--- src/csvu_pkg.sv ---
// ----------------------------------------------------------------------------
// csvu_pkg
// Types, character codes and helpers shared by the CSV line unquoter.
// ----------------------------------------------------------------------------
`default_nettype none

package csvu_pkg;

	// Character codes
	localparam logic [7:0] CH_QUOTE  = 8'h22;
	localparam logic [7:0] CH_COMMA  = 8'h2C;
	localparam logic [7:0] CH_BSLASH = 8'h5C;
	localparam logic [7:0] CH_X      = 8'h78;
	localparam logic [7:0] CH_TWO    = 8'h32;
	localparam logic [7:0] CH_C      = 8'h63;
	localparam logic [7:0] CH_NUL    = 8'h00;

	// Number of bytes an escaped comma expands to
	localparam logic [2:0] ESC_LEN = 3'd4;

	// Status codes reported at end of line
	typedef enum logic [1:0] {
		ST_OK       = 2'd0,
		ST_NO_CLOSE = 2'd1,
		ST_STRAY    = 2'd2
	} status_t;

	// Parser modes, one-hot
	typedef enum logic [4:0] {
		MODE_START  = 5'b00001,
		MODE_PLAIN  = 5'b00010,
		MODE_QUOTED = 5'b00100,
		MODE_QPEND  = 5'b01000,
		MODE_DROP   = 5'b10000
	} mode_t;

	// Input request
	typedef struct packed {
		logic [7:0] in_byte;
		logic       end_of_line;
	} req_t;

	// Result item
	typedef struct packed {
		logic [7:0] out_byte;
		logic       last;
		logic       status_valid;
		logic [1:0] status;
	} res_t;

	// Decision of the parser for one request
	typedef struct packed {
		mode_t      mode_nxt;
		logic [1:0] err_nxt;
		logic       eol;
		logic [2:0] cnt;
		logic       esc;
		logic [7:0] byte_v;
		logic       status_valid;
		logic [1:0] status;
	} parse_t;

	// Byte of the comma escape, by number of bytes still to send
	function automatic logic [7:0] esc_char(input logic [2:0] remaining);
		logic [7:0] c;
		unique case (remaining)
			3'd4:    c = CH_BSLASH;
			3'd3:    c = CH_X;
			3'd2:    c = CH_TWO;
			default: c = CH_C;
		endcase
		return c;
	endfunction

endpackage

`default_nettype wire

--- src/csvu_parse.sv ---
// ----------------------------------------------------------------------------
// csvu_parse
// Per-character decision: next parser mode, error code and the result group
// (none, one byte, escaped comma or end-of-line status) for one request.
// ----------------------------------------------------------------------------
`default_nettype none

module csvu_parse import csvu_pkg::*; (
	input  wire req_t       req,
	input  wire mode_t      mode,
	input  wire logic [1:0] err,
	output parse_t          dec
);

	logic [7:0] b;
	logic       is_quote;
	logic       is_comma;

	assign b        = req.in_byte;
	assign is_quote = (b == CH_QUOTE);
	assign is_comma = (b == CH_COMMA);

	// Decide mode and results for this character
	always_comb begin
		dec              = '0;
		dec.mode_nxt     = mode;
		dec.err_nxt      = err;
		dec.eol          = req.end_of_line || (b == CH_NUL);
		dec.byte_v       = b;
		if (dec.eol) begin
			// report status and return to field start
			dec.cnt          = 3'd1;
			dec.byte_v       = CH_NUL;
			dec.status_valid = 1'b1;
			dec.mode_nxt     = MODE_START;
			dec.err_nxt      = 2'd0;
			priority if (mode == MODE_DROP)
				dec.status = err;
			else if (mode == MODE_QUOTED)
				dec.status = ST_NO_CLOSE;
			else
				dec.status = ST_OK;
		end else begin
			unique case (mode)
				MODE_START: begin
					if (is_quote) begin
						dec.cnt      = 3'd0;
						dec.mode_nxt = MODE_QUOTED;
					end else begin
						dec.cnt      = 3'd1;
						dec.mode_nxt = is_comma ? MODE_START : MODE_PLAIN;
					end
				end
				MODE_PLAIN: begin
					dec.cnt = 3'd1;
					if (is_comma)
						dec.mode_nxt = MODE_START;
				end
				MODE_QUOTED: begin
					priority if (is_quote) begin
						dec.cnt      = 3'd0;
						dec.mode_nxt = MODE_QPEND;
					end else if (is_comma) begin
						dec.cnt = ESC_LEN;
						dec.esc = 1'b1;
					end else begin
						dec.cnt = 3'd1;
					end
				end
				MODE_QPEND: begin
					priority if (is_quote) begin
						dec.cnt      = 3'd1;
						dec.mode_nxt = MODE_QUOTED;
					end else if (is_comma) begin
						dec.cnt      = 3'd1;
						dec.mode_nxt = MODE_START;
					end else begin
						// stray character after closing quote
						dec.cnt      = 3'd0;
						dec.err_nxt  = ST_STRAY;
						dec.mode_nxt = MODE_DROP;
					end
				end
				MODE_DROP: begin
					dec.cnt = 3'd0;
				end
				default: begin
					// unknown code: behave as field start
					dec.cnt      = is_quote ? 3'd0 : 3'd1;
					dec.mode_nxt = is_quote ? MODE_QUOTED
						: (is_comma ? MODE_START : MODE_PLAIN);
				end
			endcase
		end
	end

endmodule

`default_nettype wire

--- src/csv_line_unquoter.sv ---
// ----------------------------------------------------------------------------
// csv_line_unquoter
// Unquotes one CSV line per sequence of requests and ends it with a status.
// ----------------------------------------------------------------------------
// Output: first result is valid in the cycle after its request is accepted.
// Throughput: one request per cycle while res_stall is low; a comma inside a
//   quoted field gives four results and holds the request side until the last
//   result leaves; the single result register drains one per unstalled cycle.
// Reset: parser returns to field start with no error, result register empty.
`default_nettype none

module csv_line_unquoter import csvu_pkg::*; (
	input  wire logic clk,
	input  wire logic arst_n,
	input  wire logic req_valid,
	output logic      req_stall,
	input  wire req_t req,
	output logic      res_valid,
	input  wire logic res_stall,
	output res_t      res
);

	mode_t      mode_q;
	logic [1:0] err_q;
	logic [2:0] cnt_q;
	logic       esc_q;
	logic [7:0] byte_q;
	logic       stv_q;
	logic [1:0] st_q;
	parse_t     dec;
	logic       req_take;
	logic       res_take;

	csvu_parse u_parse (
		.req  (req),
		.mode (mode_q),
		.err  (err_q),
		.dec  (dec)
	);

	// Accept a request when the result register is empty or drains now
	assign res_take  = res_valid && !res_stall;
	assign req_stall = (cnt_q > 3'd1) || ((cnt_q == 3'd1) && res_stall);
	assign req_take  = req_valid && !req_stall;

	// Parser state
	always_ff @(posedge clk or negedge arst_n) begin
		if (!arst_n) begin
			mode_q <= MODE_START;
			err_q  <= 2'd0;
		end else if (req_take) begin
			mode_q <= dec.mode_nxt;
			err_q  <= dec.err_nxt;
		end
	end

	// Result count: load a new group or count down as results leave
	always_ff @(posedge clk or negedge arst_n) begin
		if (!arst_n) begin
			cnt_q <= 3'd0;
		end else if (req_take) begin
			cnt_q <= dec.cnt;
		end else if (res_take) begin
			cnt_q <= cnt_q - 3'd1;
		end
	end

	// Result payload
	always_ff @(posedge clk) begin
		if (req_take) begin
			esc_q  <= dec.esc;
			byte_q <= dec.byte_v;
			stv_q  <= dec.status_valid;
			st_q   <= dec.status;
		end
	end

	// Drive the current result
	assign res_valid        = (cnt_q != 3'd0);
	assign res.out_byte     = esc_q ? esc_char(cnt_q) : byte_q;
	assign res.last         = (cnt_q == 3'd1);
	assign res.status_valid = stv_q;
	assign res.status       = st_q;

	// An accepted end of line gives a status result in the next cycle
	a_eol_status: assert property (@(posedge clk) disable iff (!arst_n)
		(req_take && dec.eol) |=> (res_valid && res.status_valid && res.last))
		else $error("end of line did not produce a status result");

	// A status result carries no byte and closes its group
	a_status_shape: assert property (@(posedge clk) disable iff (!arst_n)
		(res_valid && res.status_valid) |-> (res.out_byte == CH_NUL && res.last))
		else $error("malformed status result");

	// An escape group continues until its last byte leaves
	a_esc_run: assert property (@(posedge clk) disable iff (!arst_n)
		(res_take && esc_q && (cnt_q > 3'd1)) |=>
			(res_valid && esc_q && (!req_take || res.last)))
		else $error("escape sequence broken");

endmodule

`default_nettype wire
--- config.mk ---
export PLATFORM = sky130hd
export DESIGN_NAME = csv_line_unquoter
export DESIGN_NICKNAME = d
export VERILOG_FILES = /design/src/csvu_pkg.sv /design/src/csvu_parse.sv /design/src/csv_line_unquoter.sv
export SDC_FILE = /design/constraint.sdc
export NUM_CORES = 1
export LEC_CHECK = 0
export BUFFER_PORTS_ARGS = -buffer_cell sky130_fd_sc_hd__buf_4
export CORE_MARGIN = 1
export CORE_UTILIZATION = 42
export DETAILED_ROUTE_END_ITERATION = 10
export GPL_TIMING_DRIVEN = 0
export PLACE_DENSITY = 0.69
export SLEW_MARGIN = 20
export SYNTH_ARGS = -nofsm -noshare
export SYNTH_HDL_FRONTEND = slang
export SYNTH_HIERARCHICAL = 1
export SYNTH_SLANG_ARGS = --single-unit
--- constraint.sdc ---
create_clock -name clk -period 5.05 [get_ports clk]
set_input_delay 0.7575 -clock clk [delete_from_list [all_inputs] [get_ports clk]]
set_output_delay 0.7575 -clock clk [all_outputs]
set_load 0.01 [all_outputs]
# [Word level (Yosys, flattened, before mapping)]
# Index checks and enable logic that the tools add are counted.
# W data, S select, Z words.
[op_classes] addsub=1 n_lt_le_gt_ge=1 eq_ne=15 muxes=26 bitwise=1 n_reduce_logical=14
[op_table] cell="$mux W5" n=5
[op_table] cell="$mux W3" n=7
[op_table] cell="$pmux W7 S3" n=1
[op_table] cell="$pmux W5 S4" n=1
[op_table] cell="$eq A8 B6 Y1 const B" n=2
[op_table] cell="$pmux W3 S4" n=1
[op_table] cell="$mux W2" n=5
[op_table] cell="$logic_not A8 Y1" n=1
[op_table] cell="$mux W8" n=1
[op_table] cell="$reduce_and A4 Y1" n=2
[op_table] cell="$mux W7" n=1
[op_table] cell="$eq A3 B2 Y1 const B" n=2
[op_table] cell="$ne A2 B2 Y1 const B" n=3
[op_table] cell="$ne A3 B2 Y1 const B" n=2
[op_table] cell="$eq A5 B2 Y1 const B" n=1
[op_table] cell="$eq A5 B3 Y1 const B" n=1
[op_table] cell="$eq A5 B4 Y1 const B" n=1
[op_table] cell="$eq A5 B5 Y1 const B" n=1
[op_table] cell="$mux W1" n=4
[op_table] cell="$reduce_bool A2 Y1" n=2
[op_table] cell="$eq A3 B1 Y1 const B" n=1
[op_table] cell="$eq A3 B3 Y1 const B" n=1
[op_table] cell="$gt A3 B1 Y1 const B" n=1
[op_table] cell="$logic_and A1 B1 Y1" n=3
[op_table] cell="6 further kinds" n=8
[totals] ff_bits=22 input_bits=13 out_inout_bits=14 wordCells=65

# [Depth between registers and ports, before layout]
# Gate-level depths: netlist (run 1).
[depth] ltp_word=6 ltp_mapped=7 mapped_depth_nobuf=7

# [Modules after synthesis]
# Netlist (run 1), hierarchy kept.
[by_module_without_submodules] module="csv_line_unquoter" instances=1 cells_each=79 area_each_um2=1093.5 seq_area_each_um2=611.8
[by_module_without_submodules] module="csvu_parse" instances=1 cells_each=51 area_each_um2=341.6 seq_area_each_um2=0.0

# [Worst setup path before layout (run 1)]
# OpenSTA, ideal clock, no wires.
[synth_timing] kind="flip-flop to output port" start="register cnt_q[0]" end="output port res[5] in the netlist's numbering" arrival_ns=1.235 required_ns=4.293 path_slack_ns=3.057 path_stages_with_launch=6 path_buffers=0 path_cell_list="dfrtp_1 inv_1 ha_1 nor3b_1 a21oi_1 mux2_2"
[synth_lines] item="start, declared" line="csv_line_unquoter.sv:25" text="logic [2:0] cnt_q;"
[synth_lines] item="start signal, assigned" line="csv_line_unquoter.sv:62" text="cnt_q <= dec.cnt;"
[synth_lines] item="start signal, assigned" line="csv_line_unquoter.sv:64" text="cnt_q <= cnt_q - 3'd1;"
[synth_lines] item="end, declared" line="csv_line_unquoter.sv:20" text="output res_t res"

==> impl_metrics.py, run 1 <==
metrics = {
    "power_and_ir_drop": {
        "power_uw": 702,
        "power.density_mw_per_mm2": 412,
        "max-vdd-ir-drop_mv": 0.152,
        "leakage_uw": 0.000711,
    },
    "die": {
        "die_h_um": 60.3,
        "rows": 20,
        "core_area_mm2": 0.00313,
        "die_w_um": 60.3,
        "die_area_mm2": 0.00364,
        "ios": 27,
        "start_util_pct": 45.6,
    },
    "cts": {
        "cts_sinks": 22,
        "postCtsHoldBufs": 0,
        "ctsResizeCount": 0,
        "cts-root-buf": "clkbuf_4",
        "postCtsSetupBuffers": 0,
        "htree_levels": 1,
        "cts_buffer_depth": 2,
        "path_clk_slew_ps": 120,
        "clk_latency_ps": 310,
        "cts_tree": "yes",
        "numCtsBuffers": 3,
    },
    "setup_path": {
        "crit_start": "cnt_q[0]",
        "crit_type": "flip-flop to primary output",
        "crit_path_end_kind": "primary output",
        "setup.worst_path.end": "res[5]",
        "crit_arrival_ps": 1810,
        "worstPathMaxFanout": 5,
        "r2r_end": "mode_q[1]",
        "r2r_start": "cnt_q[1]",
        "reg2reg_slack_ps": 3040,
        "reg2reg_depth": 6,
        "required_ps": 4290,
        "cp-start-kind": "flip-flop",
    },
    "grt": {
        "grt.overflow.total": 0,
        "grt_max_degree": 22,
        "grt_pass1_vias": 1015,
        "grt.total_usage_pct": 16.5,
        "grt_pass1_wl_um": 4510,
        "antenna_found_initial": 0,
    },
    "sta": {
        "drv_slew": 0,
        "hold_viol": 0,
        "finalSetupViolCount": 0,
        "setup_ws_ps": 2490,
        "fin_crit_sh_pct": 50.8,
        "rsz0062_at_grt": "false",
        "fmax_mhz": 390,
        "clock_skew_ps": 2.45,
        "final.min_clock_period_ps": 2560,
        "setup_tns_ps": 0,
    },
    "cells_and_area": {
        "drive_above_1_share_pct": 32.7,
        "final_cell_mix": "29 x buf_4, 12 x edfxtp_1, 11 x nor2_1, 11 x nor2b_1",
        "final_common_cell": "buf_4",
        "area_delta_synth_final_pct": 19.4,
        "stdcell_area_mm2": 0.00170,
        "antenna_cells": 0,
        "nets": 178,
    },
    "run_status": {
        "status": "completed",
    },
    "route": {
        "post_drt_via_cell_ratio": 5.31,
        "dr.first_iter.drc_count": 45,
        "drt_first_pass_iters": 6,
        "antenna_left": 0,
        "finalWirelength_um": 2570,
        "via_count": 1077,
        "wl_per_cell_um": 12.7,
        "drcViolationCount": 0,
    },
    "placed_design": {
        "placed_area_mm2": 0.00168,
        "gp_congestion": 0.843,
        "port-buffer-count": 26,
        "dpl.hpwl_um": 2010,
        "dp_slack_ps": 2770,
    },
    "hold_path": {
        "hold_path.class": "input port to asynchronous set/reset pin",
    },
    "synth": {
        "syn_nets": 147,
        "ys_warn_count": 6,
        "syn-cell-area_mm2": 0.00143,
        "syn_inst": 129,
        "syn_avg_cell_area_um2": 11.1,
    },
    "run": {
        "cap_violations": 0,
    },
}
per-stage QoR:
step                util [%]  hold slack, ps  cells
finish                  54.5             260    203
global route            54.5             252    203
CTS                     54.5             257    203
detailed placement      53.6             520    199
global placement        53.6             503    199
floorplan                  -             462    129
cell type report:
type | count | area, um^2
plain buffers | 5 | 46.3
clock buffers | 3 | 22.5
repair buffers | 26 | 195
multi-input cells | 95 | 743
well taps | 44 | 55.1
clock inverters | 1 | 3.75
fillers | 301 | 1420
inverters | 7 | 26.3
flip-flops and latches | 22 | 612
power by group:
part           leakage [uW]  switching, uW  internal, uW
combinational      0.000455            168           179
clock             0.0000154           51.9          28.9
sequential         0.000241           37.9           236
total              0.000711            258           444
sequential cells by signal (all words and copies together) (netlist names):
name,cells
byte_q,8
st_q,2
esc_q,1
mode_q,5
stv_q,1
cnt_q,3
err_q,2
layer usage:
layer  GRT usage (%)  routed length (um)  vias to the layer above
met4            5.98                  29                        0
met1            19.7                1160                      529
met5               0                   0                        -
met3            1.95                  69                        4
met2            30.0                1310                       12
li1                -                   -                      532
worst max-delay path: stages, from the launching register on:
cell and delay, ps:
dfrtp_1 460, inv_1 140, ha_1 250, nor3b_1 180, a21oi_1 60, mux2_2 270
buf_4 140
how the worst min path moves through the flow:
stage	startpoint	end	depth (start not counted)
2_1_floorplan	arst_n	cnt_q[0]	0
3_3_place_gp	err_q[0]	err_q[0]	1
3_5_place_dp	err_q[1]	err_q[1]	1
4_1_cts	arst_n	mode_q[2]	1
5_1_grt	arst_n	mode_q[4]	1
6_report	arst_n	mode_q[4]	1
Note: power is estimated with default switching activity, not from simulation.
==> run 2: changes to the inputs <==
--- a/config.mk
+++ b/config.mk
@@ -5,12 +5,13 @@
 export SDC_FILE = /design/constraint.sdc
 export NUM_CORES = 1
 export LEC_CHECK = 0
+export ABC_AREA = 1
 export BUFFER_PORTS_ARGS = -buffer_cell sky130_fd_sc_hd__buf_4
 export CORE_MARGIN = 1
 export CORE_UTILIZATION = 42
 export DETAILED_ROUTE_END_ITERATION = 10
 export GPL_TIMING_DRIVEN = 0
-export PLACE_DENSITY = 0.69
+export PLACE_DENSITY = 0.71
 export SLEW_MARGIN = 20
 export SYNTH_ARGS = -nofsm -noshare
 export SYNTH_HDL_FRONTEND = slang
==> constraint.sdc (replaced) <==
create_clock -name clk -period 2.2 [get_ports clk]
set_input_delay 0.33 -clock clk [delete_from_list [all_inputs] [get_ports clk]]
set_output_delay 0.33 -clock clk [all_outputs]
set_load 0.01 [all_outputs]
==> impl_metrics.py, run 2 <==
metrics = {
    "run_status": {
        "status": "completed",
    },
    "hold_path": {
        "hold_end": "cnt_q[2]",
        "hold_path.class": "input port to flip-flop",
        "min_from": "req_valid",
        "hold_depth": 4,
    },
    "cts": {
        "numCtsBuffers": 3,
        "cts_tree": "yes",
        "cts-root-buf": "clkbuf_8",
        "htree_levels": 1,
        "cts_buffer_depth": 2,
        "path_clk_slew_ps": 70,
        "clk_latency_ps": 270,
        "cts_sinks": 22,
    },
    "synth": {
        "syn_nets": 237,
        "ys_warn_count": 6,
        "syn_inst": 219,
        "syn-cell-area_mm2": 0.00161,
        "syn_avg_cell_area_um2": 7.36,
    },
    "grt": {
        "grt_pass1_wl_um": 5170,
        "grt.total_usage_pct": 16.1,
        "grt_pass1_vias": 1241,
        "grt_max_degree": 21,
        "grt.overflow.total": 0,
        "antenna_found_initial": 0,
    },
    "route": {
        "post_drt_via_cell_ratio": 4.38,
        "antenna_left": 0,
        "dr.first_iter.drc_count": 39,
        "drcViolationCount": 0,
        "drt_first_pass_iters": 4,
        "wl_per_cell_um": 9.68,
        "via_count": 1304,
        "finalWirelength_um": 2890,
    },
    "cells_and_area": {
        "area_delta_synth_final_pct": 21.0,
        "top_register": "byte_q",
        "stdcell_area_mm2": 0.00195,
        "antenna_cells": 0,
        "nets": 269,
        "reg_top3": "byte_q (8), mode_q (5), cnt_q (3)",
        "drive_above_1_share_pct": 29.2,
        "final_common_cell": "nand2_1",
        "final_cell_mix": "70 x nand2_1, 30 x nor2_1, 29 x inv_1",
        "fin_util_pct": 53.2,
        "largest_reg_flops": 8,
    },
    "setup_path": {
        "cp-start-kind": "flip-flop",
        "crit_type": "flip-flop to primary output",
        "crit_path_end_kind": "primary output",
        "crit_chain": "inv_1 -> ha_1 -> nand2_1 -> nand2_1 -> nor2_1 -> nand2_1 -> o21a_1 -> buf_4",
        "r2r_end": "byte_q[5]",
        "cp_slowest_cell": "dfrtp_1",
        "worstPathMaxFanout": 6,
        "required_ps": 1870,
        "cpPeakStageDelay_ps": 440,
        "reg2reg_slack_ps": 510,
        "reg2reg_depth": 6,
        "r2r_start": "cnt_q[1]",
        "crit_arrival_ps": 1660,
        "crit_top_cell": "nand2_1",
    },
    "placed_design": {
        "placed_area_mm2": 0.00187,
        "port-buffer-count": 26,
        "gp_congestion": 0.801,
        "dpl.hpwl_um": 2260,
    },
    "sta": {
        "rsz0062_at_grt": "false",
        "setup_tns_ps": 0,
        "fin_crit_sh_pct": 90.2,
        "clock_skew_ps": 10.6,
        "finalSetupViolCount": 0,
        "hold_viol": 0,
        "drv_slew": 0,
        "fmax_mhz": 504,
        "whs_ps": 373,
        "final.min_clock_period_ps": 1990,
    },
    "die": {
        "rows": 22,
        "ios": 27,
        "start_util_pct": 44.0,
        "die_w_um": 63.9,
        "die_h_um": 63.9,
        "die_area_mm2": 0.00409,
        "core_area_mm2": 0.00366,
    },
    "power_and_ir_drop": {
        "power_uw": 2000,
        "max-vdd-ir-drop_mv": 0.543,
        "power.density_mw_per_mm2": 1020,
        "leakage_uw": 0.00101,
    },
    "run": {
        "cap_violations": 0,
    },
}
## run 2: where the power goes
group,switching (uW),leakage [uW],internal [uW]
logic,573,0.000732,412
clock network,135,0.0000357,243
registers,80.1,0.000240,555
total,788,0.00101,1210
## run 2: through the flow
stage,worst slack (ps),cells
after global placement,488,293
after floorplan,709,219
after CTS,152,298
final,215,298
after detailed placement,457,293
after global routing,21.1,298
## run 2: repair_timing
action	CTS	global route
hold buffers	1	0
resized for setup	0	1
endpoints found under the setup margin	0	1
endpoints found under the hold margin	9	0
setup buffers	0	0
## run 2: worst max-delay path, delay by kind of cell, from the launching register on
family	cells	cell delay, ps
AOI/OAI and AO/OA	1	120
adders and majority gates	1	240
buffers and inverters	2	250
DFF	1	440
and+or+nand+nor	4	360
## run 2: worst max-delay path by stage
stage	from	to	slack, ps	depth (start not counted)
final	cnt_q[1]	res[8]	210	8
after global routing	cnt_q[1]	res[8]	20	8
after CTS	cnt_q[0]	res[8]	150	8
after detailed placement	cnt_q[0]	res[8]	460	8
after global placement	cnt_q[0]	res[8]	490	8
after floorplan	cnt_q[1]	byte_q[0]	710	6
## run 2: cell type report
type	instances	area (um^2)
inverter	36	136
buffer	6	53.8
timing repair buffer	27	205
clock inverter	1	30.0
clock buffer	3	41.3
fill	352	1710
multi-input combinational	155	810
sequential	22	613
tap	48	60.1
## run 2: metal layers
metal  routed length (um)  vias to the layer above  global-route usage [%]
met5                    0                        -                       0
met4                   63                        0                    8.52
met3                   56                        5                    1.07
met2                 1430                       15                    27.9
met1                 1340                      559                    19.8
li1                     -                      725                       -
